## src/hdl/lcs_pkg.sv

```systemverilog
`default_nettype none
// ----------------------------------------------------------------------------
// lcs_pkg
// shared types and codes of the link connection sequencer
// ----------------------------------------------------------------------------
package lcs_pkg;

    localparam int CNT_W       = 26;
    localparam int MAX_DEVICES = 8;

    localparam logic [CNT_W-1:0] RELOAD_RESET = CNT_W'(50000000);

    // commands
    localparam logic [2:0] CMD_NONE    = 3'd0;
    localparam logic [2:0] CMD_INQ     = 3'd1;
    localparam logic [2:0] CMD_CANCEL  = 3'd2;
    localparam logic [2:0] CMD_CONNECT = 3'd3;
    localparam logic [2:0] CMD_CTRL    = 3'd4;
    localparam logic [2:0] CMD_INTR    = 3'd5;
    localparam logic [2:0] CMD_DRIVER  = 3'd6;

    // phases
    localparam logic [2:0] PH_IDLE   = 3'd0;
    localparam logic [2:0] PH_INQ    = 3'd1;
    localparam logic [2:0] PH_CANCEL = 3'd2;
    localparam logic [2:0] PH_CONN   = 3'd3;
    localparam logic [2:0] PH_CTRL   = 3'd4;
    localparam logic [2:0] PH_INTR   = 3'd5;
    localparam logic [2:0] PH_DONE   = 3'd6;

    // events
    localparam logic [1:0] EV_NONE    = 2'd0;
    localparam logic [1:0] EV_TIMEOUT = 2'd1;
    localparam logic [1:0] EV_LOST    = 2'd2;

    typedef struct packed {
        logic       link_up;
        logic       ctrl_open;
        logic       intr_open;
        logic       inquiry_done;
        logic       found_valid;
        logic [2:0] found_index;
    } lcs_status_t;

    typedef struct packed {
        logic [2:0] command;
        logic [2:0] target_index;
        logic [2:0] phase;
        logic [1:0] event_res;
    } lcs_result_t;

endpackage
`default_nettype wire

```

## src/hdl/link_connection_sequencer_unit.sv

```systemverilog
`default_nettype none
// ----------------------------------------------------------------------------
// link_connection_sequencer_unit
// phase machine that brings up a link to a wanted controller, one status
// word in, one command word out
// ----------------------------------------------------------------------------
//  channel   direction  handshake                    payload
//  status    in         status_valid / status_stall  lcs_status_t
//  result    out        result_valid / result_stall  lcs_result_t
//  cfg       in         cfg_write_en                 cfg_write_data (26 bit)
//
//  one status word per clock while neither stall is up; its result word goes
//  through the input register, then the result register
//  the phase/countdown update between the two registers sets the rate
//  result_stall holds the result register; the input register keeps taking
//  words until it too is full, then status_stall rises
//  rst_n clears phase, countdown, target, driver mark; reload goes to 50000000
// ----------------------------------------------------------------------------
module link_connection_sequencer_unit
    import lcs_pkg::*;
(
    input  wire logic             clk,
    input  wire logic             rst_n,
    input  wire logic             status_valid,
    output logic                  status_stall,
    input  wire lcs_status_t      status,
    output logic                  result_valid,
    input  wire logic             result_stall,
    output lcs_result_t           result,
    input  wire logic             cfg_write_en,
    input  wire logic [CNT_W-1:0] cfg_write_data
);

    logic             s1_valid_reg;
    logic             s1_valid_next;
    lcs_status_t      s1_data_reg;
    logic             out_valid_reg;
    logic             out_valid_next;
    lcs_result_t      out_data_reg;
    lcs_result_t      out_data_next;

    logic [CNT_W-1:0] reload_reg;
    logic [2:0]       phase_reg;
    logic [2:0]       phase_next;
    logic [CNT_W-1:0] countdown_reg;
    logic [CNT_W-1:0] countdown_next;
    logic [2:0]       target_reg;
    logic [2:0]       target_next;
    logic             driver_reg;
    logic             driver_next;

    logic             advance;
    logic             accept_in;

    assign advance      = s1_valid_reg && (!out_valid_reg || !result_stall);
    assign status_stall = s1_valid_reg && !advance;
    assign accept_in    = status_valid && !status_stall;

    assign s1_valid_next  = accept_in || (s1_valid_reg && !advance);
    assign out_valid_next = advance || (out_valid_reg && result_stall);

    assign result_valid = out_valid_reg;
    assign result       = out_data_reg;

    // next state for the word in the input register
    always_comb
    begin
        logic             link;
        logic             ctrl;
        logic             intr;
        logic             found;
        logic [2:0]       ph;
        logic [CNT_W-1:0] cd;
        logic [CNT_W-1:0] cd_dec;
        logic             expired;
        logic [2:0]       cmd;
        logic [2:0]       tgt;
        logic [1:0]       ev;

        link  = s1_data_reg.link_up;
        ctrl  = s1_data_reg.ctrl_open;
        intr  = s1_data_reg.intr_open;
        found = s1_data_reg.found_valid &&
                (int'(s1_data_reg.found_index) < MAX_DEVICES);
        ph    = phase_reg;
        cd    = countdown_reg;
        cmd   = CMD_NONE;
        tgt   = 3'd0;
        ev    = EV_NONE;
        target_next = target_reg;
        driver_next = driver_reg;

        // link already up: skip ahead
        if (link && (ph <= PH_CONN))
        begin
            if (intr)
            begin
                if (!driver_reg)
                begin
                    driver_next = 1'b1;
                    cmd         = CMD_DRIVER;
                end
                ph = PH_DONE;
            end
            else if (!ctrl)
            begin
                cmd = CMD_CTRL;
                ph  = PH_CTRL;
                cd  = reload_reg;
            end
        end

        // saturating decrement
        cd_dec  = (cd == '0) ? cd : cd - CNT_W'(1);
        expired = (cd_dec == '0);

        unique case (ph)
            PH_INQ:
            begin
                cd = cd_dec;
                if (found)
                begin
                    target_next = s1_data_reg.found_index;
                    cmd         = CMD_CANCEL;
                    ph          = PH_CANCEL;
                    cd          = reload_reg;
                end
                else if (s1_data_reg.inquiry_done || expired)
                begin
                    cmd = CMD_INQ;
                    cd  = reload_reg;
                end
            end
            PH_CANCEL:
            begin
                cd = cd_dec;
                if (expired || s1_data_reg.inquiry_done)
                begin
                    cmd = CMD_CONNECT;
                    tgt = target_reg;
                    ph  = PH_CONN;
                    cd  = reload_reg;
                end
            end
            PH_CONN:
            begin
                cd = cd_dec;
                if (link)
                begin
                    cmd = CMD_CTRL;
                    ph  = PH_CTRL;
                    cd  = reload_reg;
                end
                else if (expired)
                begin
                    ev = EV_TIMEOUT;
                    ph = PH_IDLE;
                    cd = '0;
                end
            end
            PH_CTRL:
            begin
                cd = cd_dec;
                if (ctrl)
                begin
                    cmd = CMD_INTR;
                    ph  = PH_INTR;
                    cd  = reload_reg;
                end
                else if (expired)
                begin
                    ev = EV_TIMEOUT;
                    ph = PH_IDLE;
                    cd = '0;
                end
            end
            PH_INTR:
            begin
                cd = cd_dec;
                if (intr)
                begin
                    cmd         = CMD_DRIVER;
                    driver_next = 1'b1;
                    ph          = PH_DONE;
                end
                else if (expired)
                begin
                    ev = EV_TIMEOUT;
                    ph = PH_IDLE;
                    cd = '0;
                end
            end
            PH_DONE:
            begin
                if (!link)
                begin
                    ev = EV_LOST;
                    ph = PH_IDLE;
                    cd = '0;
                end
            end
            default:
            begin
                // idle, and the unused code behaves as idle
                ph = PH_IDLE;
                if (link)
                begin
                    if (intr)
                    begin
                        if (!driver_reg)
                        begin
                            driver_next = 1'b1;
                            cmd         = CMD_DRIVER;
                        end
                        ph = PH_DONE;
                    end
                    else
                    begin
                        cmd = CMD_CTRL;
                        ph  = PH_CTRL;
                        cd  = reload_reg;
                    end
                end
                else if (cd == '0)
                begin
                    cmd = CMD_INQ;
                    ph  = PH_INQ;
                    cd  = reload_reg;
                end
            end
        endcase

        phase_next     = ph;
        countdown_next = cd;
        out_data_next.command      = cmd;
        out_data_next.target_index = tgt;
        out_data_next.phase        = ph;
        out_data_next.event_res    = ev;
    end

    always_ff @(posedge clk or negedge rst_n)
    begin
        if (!rst_n)
        begin
            s1_valid_reg  <= 1'b0;
            out_valid_reg <= 1'b0;
            reload_reg    <= RELOAD_RESET;
            phase_reg     <= PH_IDLE;
            countdown_reg <= '0;
            target_reg    <= 3'd0;
            driver_reg    <= 1'b0;
        end
        else
        begin
            s1_valid_reg  <= s1_valid_next;
            out_valid_reg <= out_valid_next;
            if (cfg_write_en)
            begin
                reload_reg <= cfg_write_data;
            end
            if (advance)
            begin
                phase_reg     <= phase_next;
                countdown_reg <= countdown_next;
                target_reg    <= target_next;
                driver_reg    <= driver_next;
            end
        end
    end

    always_ff @(posedge clk)
    begin
        if (accept_in)
        begin
            s1_data_reg <= status;
        end
        if (advance)
        begin
            out_data_reg <= out_data_next;
        end
    end

`ifndef SYNTHESIS
    // target is shown only with a connect command
    assert property (@(posedge clk) disable iff (!rst_n)
        (out_valid_reg && (out_data_reg.command != CMD_CONNECT))
            |-> (out_data_reg.target_index == 3'd0))
        else $error("target index set without connect");

    // any event drops the machine back to idle
    assert property (@(posedge clk) disable iff (!rst_n)
        (out_valid_reg && (out_data_reg.event_res != EV_NONE))
            |-> (out_data_reg.phase == PH_IDLE))
        else $error("event reported outside idle");

    // the shown phase is the stored phase right after a word moves on
    assert property (@(posedge clk) disable iff (!rst_n)
        $past(advance) |-> (out_data_reg.phase == phase_reg))
        else $error("result phase differs from stored phase");

    // create driver always leaves the driver mark set
    assert property (@(posedge clk) disable iff (!rst_n)
        (out_valid_reg && (out_data_reg.command == CMD_DRIVER)) |-> driver_reg)
        else $error("driver command without driver mark");
`endif

endmodule
`default_nettype wire
```

## config.mk

```make
export PLATFORM = sky130hd
export DESIGN_NAME = link_connection_sequencer_unit
export DESIGN_NICKNAME = d
export VERILOG_FILES = /design/src/hdl/lcs_pkg.sv /design/src/hdl/link_connection_sequencer_unit.sv
export SDC_FILE = /design/constraint.sdc
export NUM_CORES = 1
export LEC_CHECK = 0
export BUFFER_PORTS_ARGS = -buffer_cell sky130_fd_sc_hd__buf_2
export CAP_MARGIN = 20
export CORE_UTILIZATION = 30
export DETAILED_ROUTE_END_ITERATION = 10
export PLACE_DENSITY = 0.44
export RECOVER_POWER = 25
export SLEW_MARGIN = 10
export SYNTH_ARGS = -nofsm -noshare
export SYNTH_HDL_FRONTEND = slang
export SYNTH_SLANG_ARGS = --single-unit
```

## constraint.sdc

```tcl
create_clock -name clk -period 12.16 [get_ports clk]
set_clock_uncertainty 0.05 [all_clocks]
set_input_delay 0.608 -clock clk [delete_from_list [all_inputs] [get_ports clk]]
set_output_delay 0.608 -clock clk [all_outputs]
set_load 0.02 [all_outputs]
```

==> results.cfg, run 1 <==
[synthesis]
synth-warning-count = 0
synthCells = 718
syn_nets = 759
ys_seq_elements = 80
synth_edf_count = 19
synthDistinctLibCells = 81
syn_avg_cell_area_sq_um = 8.553
synth_flop_cell = dfrtp_1
ys_async_sr_fraction_pct = 76.25
yosysSeqAreaShare_pct = 34.39
synth_area_sq_um = 6141

[clock_tree]
cts_setup_buffers = 0
cts_made_buffers = 9
cts_tree = done
clockBufferDepth = 2
clock-sinks = 80
ctsResizeCount = 0
path_clk_slew_ns = 0.07
clk_latency_ns = 0.36
cts_hold_buf = 0
htree_levels = 3
clock-root-buffer = clkbuf_16

[detailed_routing]
route.detailed.drc = 0
vias_per_cell = 5.942
vias = 5995
drt-total-wl_um = 21600
routedWlPerCell_um = 21.40
dr.pass1.iters = 6
drt_iter0_markers = 571
ant_nets = 0

[die]
ios = 52
die-area_sq_um = 21050
die_h_um = 145.1
die_x_um = 145.1
rows = 51
core_area_sq_um = 19780
start_util_pct = 31.04

[timing]
max_freq_ghz = 0.1660
worst_pin_slew_ns = 3.534
setup_viol_count_final = 0
relSlewSlack_pct = -135.6
finalSetupTns_ns = 0
rsz0062_at_grt = false
slew_violations = 62
timing.final.crit_period_ns = 6.023
hold_violations = 0
final.period_utilization_pct = 49.53

[worst_setup_path]
cpMaxStageDelayCell = or4b_4
end_kind = register
path_delay_family = simple AND/OR/NAND/NOR gates
crit_fanout = 50
path_class = reg2reg
cp-startpoint = s1_data_reg[5]
reg2reg_from = s1_data_reg[5]
crit_chain = or4b_4, mux2i_1, ha_1, nor3b_1, nand4_1, nand2_1, nand3_1, o211a_1, xnor2_1, or4_4, o31ai_4, buf_4, a21o_1, a31oi_1, a211oi_2
required_ns = 12.38
critPathBufInv = 1
worst_setup_path_start_kind = register
critPathArrivalTime_ns = 6.24
slowest_delay_ns = 0.91

[flow_run]
cap_violations = 1

[global_route]
grt_overflow = 0
antenna_found_initial = 0
grt_pass1_vias = 5861
grt_max_degree = 62
grt_util_all_layers_pct = 20.75
grt_pass1_wl_um = 33730

[worst_hold_path]
hp-class = in2reg
min_from = status[0]

[run_status]
failed_checks = capacitance limit, slew limit
status = finished, violations left

[place]
port_buffers = 51
gp_congestion = 0.9373
dpl.hpwl_um = 15170

[layout]
syn_to_final_growth_pct = 12.57
final_util_pct = 34.95
diodes = 0
drive_gt1_share_pct = 20.30
nets = 780

[power]
p_per_area_nw_per_um2 = 210.0
p_leak_nw = 2.641
irDropWorstVdd_mv = 0.08176
layout make-up:
class	instances	area, sq um
fillers	2123	12870
multi-input cells	580	3789
flip-flops and latches	80	2112
well taps	265	331.6
repair buffers	60	319.1
clock buffers	9	225.2
clock inverters	7	106.4
inverters	8	30.03
cells in the final DEF (no fill, tap or decap), types with 8 or more instances in the layout:
cell type / n
o211ai_1: 10
nand2_1: 80
clkbuf_16: 9
nor3_1: 29
xnor2_1: 14
or3_1: 14
nand3_1: 15
dfrtp_1: 49
mux2_2: 35
nor2_1: 77
a221oi_1: 12
a31oi_1: 8
o21ai_0: 47
o22ai_1: 14
and2_1: 10
mux2i_1: 28
nor4_1: 9
buf_4: 8
dfstp_2: 12
a211oi_1: 10
edfxtp_1: 19
a21oi_1: 48
buf_2: 51
through the flow:
step / setup WS (ns) / hold slack (ns) / power [mW] / instances / cell area [sq um]
floorplan: 7.226 / 0.2624 / 0.9159 / 718 / 6141
global placement: 6.339 / 0.4138 / 1.129 / 992 / 6578
detailed placement: 6.260 / 0.4204 / 1.129 / 992 / 6578
CTS: 6.219 / 0.3590 / 1.446 / 1008 / 6909
global route: 5.863 / 0.3573 / 1.543 / 1009 / 6913
finish: 6.137 / 0.3749 / 1.452 / 1009 / 6913
path summary, 6_finish.rpt:
kind	to	slack [ns]	depth (start not counted)
min in group asynchronous	phase_reg[0]	1.50	2
min reg2reg	target_reg[0]	0.43	1
max reg2reg	register	6.14	15
max	register	6.14	15
max in group asynchronous	asynchronous set/reset pin	8.56	2
min	s1_data_reg[0]	0.37	1
logic make-up after synthesis:
family                     share of synthesized area (%)
AOI/OAI and AO/OA                                  24.49
buffers and inverters                              4.116
xor gates and xnor gates                           2.710
DFF                                                34.39
and+or+nand+nor                                    22.90
muxes                                              10.98
adders and majority gates                         0.4074
synth_stat cells, drive strengths merged, types with 15 or more instances:
| cell type | instances | share of area (%) |
|---|---|---|
| a21oi | 50 | 4.1 |
| buf | 16 | 1.5 |
| mux2 | 35 | 6.4 |
| nor2 | 78 | 4.9 |
| nand2 | 80 | 4.9 |
| nor3 | 29 | 2.4 |
| o21ai | 54 | 4.6 |
| nand3 | 15 | 1.2 |
| clkbuf | 34 | 2.1 |
| mux2i | 28 | 4.6 |
| dfrtp | 49 | 20 |
| edfxtp | 19 | 9.3 |
worst reg2reg max path, delay by kind of cell (launching register included):
| kind | cells | cell delay, ns |
|---|---|---|
| compound gates | 5 | 1.36 |
| xor+xnor | 1 | 0.16 |
| fa+ha+maj | 1 | 0.22 |
| buf+inv | 1 | 0.40 |
| flops | 1 | 0.65 |
| mux | 1 | 0.44 |
| simple gates | 6 | 2.65 |
per-layer routing:
| metal | vias to the layer above | global-route usage [%] | wire, um |
|---|---|---|---|
| li1 | 2735 | - | - |
| met1 | 2970 | 28.29 | 9883 |
| met2 | 238 | 31.18 | 9609 |
| met3 | 52 | 4.434 | 1391 |
| met4 | 0 | 9.632 | 713 |
| met5 | - | 0 | 0 |
power by group:
| group | leakage [nW] | internal (mW) | switching (mW) |
|---|---|---|---|
| sequential | 0.878 | 0.354 | 0.116 |
| combinational | 1.60 | 0.247 | 0.426 |
| clock | 0.163 | 0.184 | 0.125 |
(Power assumes the default switching activity.)
==> run 2: changes to the inputs <==
- PLACE_DENSITY: 0.44 -> 0.45
- clock period: 12.16 -> 4.9 ns (I/O delays scaled with it)
==> run 2 against run 1 <==
Against the previous run: highest routed layer is now met5; clock power up 110%; via count up 1.4%; first-iteration DRC count down 4.7%; the run still ends with capacitance limit, slew limit left; count of clock-buffer cells in the layout unchanged.
==> results.cfg, run 2 (synthesized netlist as in run 1, its figures left out) <==
[clock_tree]
htree_levels = 3
cts_tree = done
cts_made_buffers = 9
path_clk_slew_ns = 0.07
clock-sinks = 80
clk_latency_ns = 0.35
cts_hold_buf = 0
clock-root-buffer = clkbuf_16
clockBufferDepth = 2

[global_route]
grt_pass1_wl_um = 36210
grt_max_degree = 62
antenna_found_initial = 2
grt_pass1_vias = 5933
grt_util_all_layers_pct = 22.61
grt_overflow = 0

[die]
start_util_pct = 31.04
core_area_sq_um = 19780
die-area_sq_um = 21050
ios = 52
die_h_um = 145.1
rows = 51
die_x_um = 145.1

[timing]
final.period_utilization_pct = 94.76
slew_violations = 62
max_freq_ghz = 0.2154
setup_viol_count_final = 0
rsz0062_at_grt = false
finalSetupTns_ns = 0
worst_pin_slew_ns = 3.699
relSlewSlack_pct = -146.6
hold_violations = 0
timing.final.crit_period_ns = 4.643
timing.final.ws_setup_ns = 0.2570

[worst_setup_path]
crit_fanout = 39
end_kind = register
critPathArrivalTime_ns = 4.83
worst_setup_path_start_kind = register
path_class = reg2reg
required_ns = 5.09

[power]
p_leak_nw = 2.750
irDropWorstVdd_mv = 0.2050
pwr-share-comb_pct = 50.7
pwr-share-seq_pct = 31.1
p_clk_share_pct = 18.2
power.internal_mw = 1.936
power.switching_mw = 1.701
p_per_area_nw_per_um2 = 511.3
switching_share_pct = 46.77

[detailed_routing]
ant_nets = 0
routedWlPerCell_um = 22.54
dr.pass1.iters = 5
drt_iter0_markers = 544
route.detailed.drc = 0
vias_per_cell = 5.856
vias = 6079
drt-total-wl_um = 23400

[layout]
nets = 808
mostFrequentLayoutCell = nand2_1
syn_to_final_growth_pct = 15.83
fillers = 2097
layout_common_cells = nand2_1 (78), nor2_1 (77), buf_2 (51)
drive_gt1_share_pct = 23.83

[run_status]
failed_checks = capacitance limit, slew limit
status = finished, violations left

[flow_run]
cap_violations = 1

[place]
dpl.hpwl_um = 16630
gp_congestion = 0.9150
port_buffers = 51
dp_slack_ns = 0.08325

[worst_hold_path]
hp-class = in2reg
## run 2: final timing paths
path                           startpoint                 to  slack (ns)  depth (start not counted)
min in group asynchronous           rst_n  countdown_reg[17]        1.22                          2
setup reg to reg           s1_data_reg[6]           register        0.26                         13
hold / removal                  status[3]     s1_data_reg[3]        0.02                          1
max in group asynchronous           rst_n      reload_reg[4]        1.51                          2
hold reg to reg            s1_data_reg[2]      target_reg[2]        0.43                          1
setup / recovery           s1_data_reg[6]           register        0.26                         13
## run 2: layout make-up
cell class              instances  area, sq um  share of cell area (%)
multi-input cells             580         3815                   53.63
flip-flops and latches         80         2112                   29.69
repair buffers                 88        541.8                   7.617
well taps                     265        331.6                   4.661
clock buffers                   9        225.2                   3.166
clock inverters                 7        55.05                  0.7740
inverters                       8        30.03                  0.4222
diodes                          1        2.502                 0.03518
## run 2: layer usage
| layer | up-vias | wire (um) | GRT usage (%) |
|---|---|---|---|
| li1 | 2791 | - | - |
| met1 | 2977 | 10550 | 31.28 |
| met2 | 261 | 10440 | 34.13 |
| met3 | 48 | 1661 | 4.151 |
| met4 | 2 | 730 | 10.11 |
| met5 | - | 13 | 0 |
## run 2: worst max-delay path, stage by stage, from the launching register on
cell and delay [ns]:
edfxtp_1 0.45, nor4b_4 0.38, buf_4 0.52, and4_1 0.46
o22ai_1 0.16, buf_4 0.20, a211oi_1 0.27, xor2_1 0.42
nor4b_2 0.33, nand4_2 0.25, o21ai_4 0.28, a21oi_1 0.24
a22o_1 0.31, a31o_1 0.19
## run 2: metrics by stage
step           total power [mW]  instance area, sq um  util, %  hold slack (ns)  std cells
2_1_floorplan             2.276                  6153        -          -0.1006        718
3_3_place_gp              2.933                  6807    34.41           0.3729       1019
3_5_place_dp              2.938                  6807    34.41           0.3744       1019
4_1_cts                   3.622                  7087    35.83         0.006337       1035
5_1_grt                   3.865                  7111    35.95         0.002698       1037
6_report                  3.637                  7113    35.96          0.01882       1038
## run 2: repair_timing
action | CTS | global route
gates resized for setup | 0 | 3
endpoints found under the setup margin | 0 | 17
setup buffers | 0 | 2
## run 2: power groups by stage
| stage | logic, mW | clock network, mW | registers (mW) |
|---|---|---|---|
| 5_1_grt | 2.00 | 0.709 | 1.16 |
| 4_1_cts | 1.81 | 0.686 | 1.12 |
| 3_5_place_dp | 1.80 | 0 | 1.14 |
| 3_3_place_gp | 1.80 | 0 | 1.14 |
| 2_1_floorplan | 1.24 | 0 | 1.04 |
| 6_report | 1.84 | 0.662 | 1.13 |
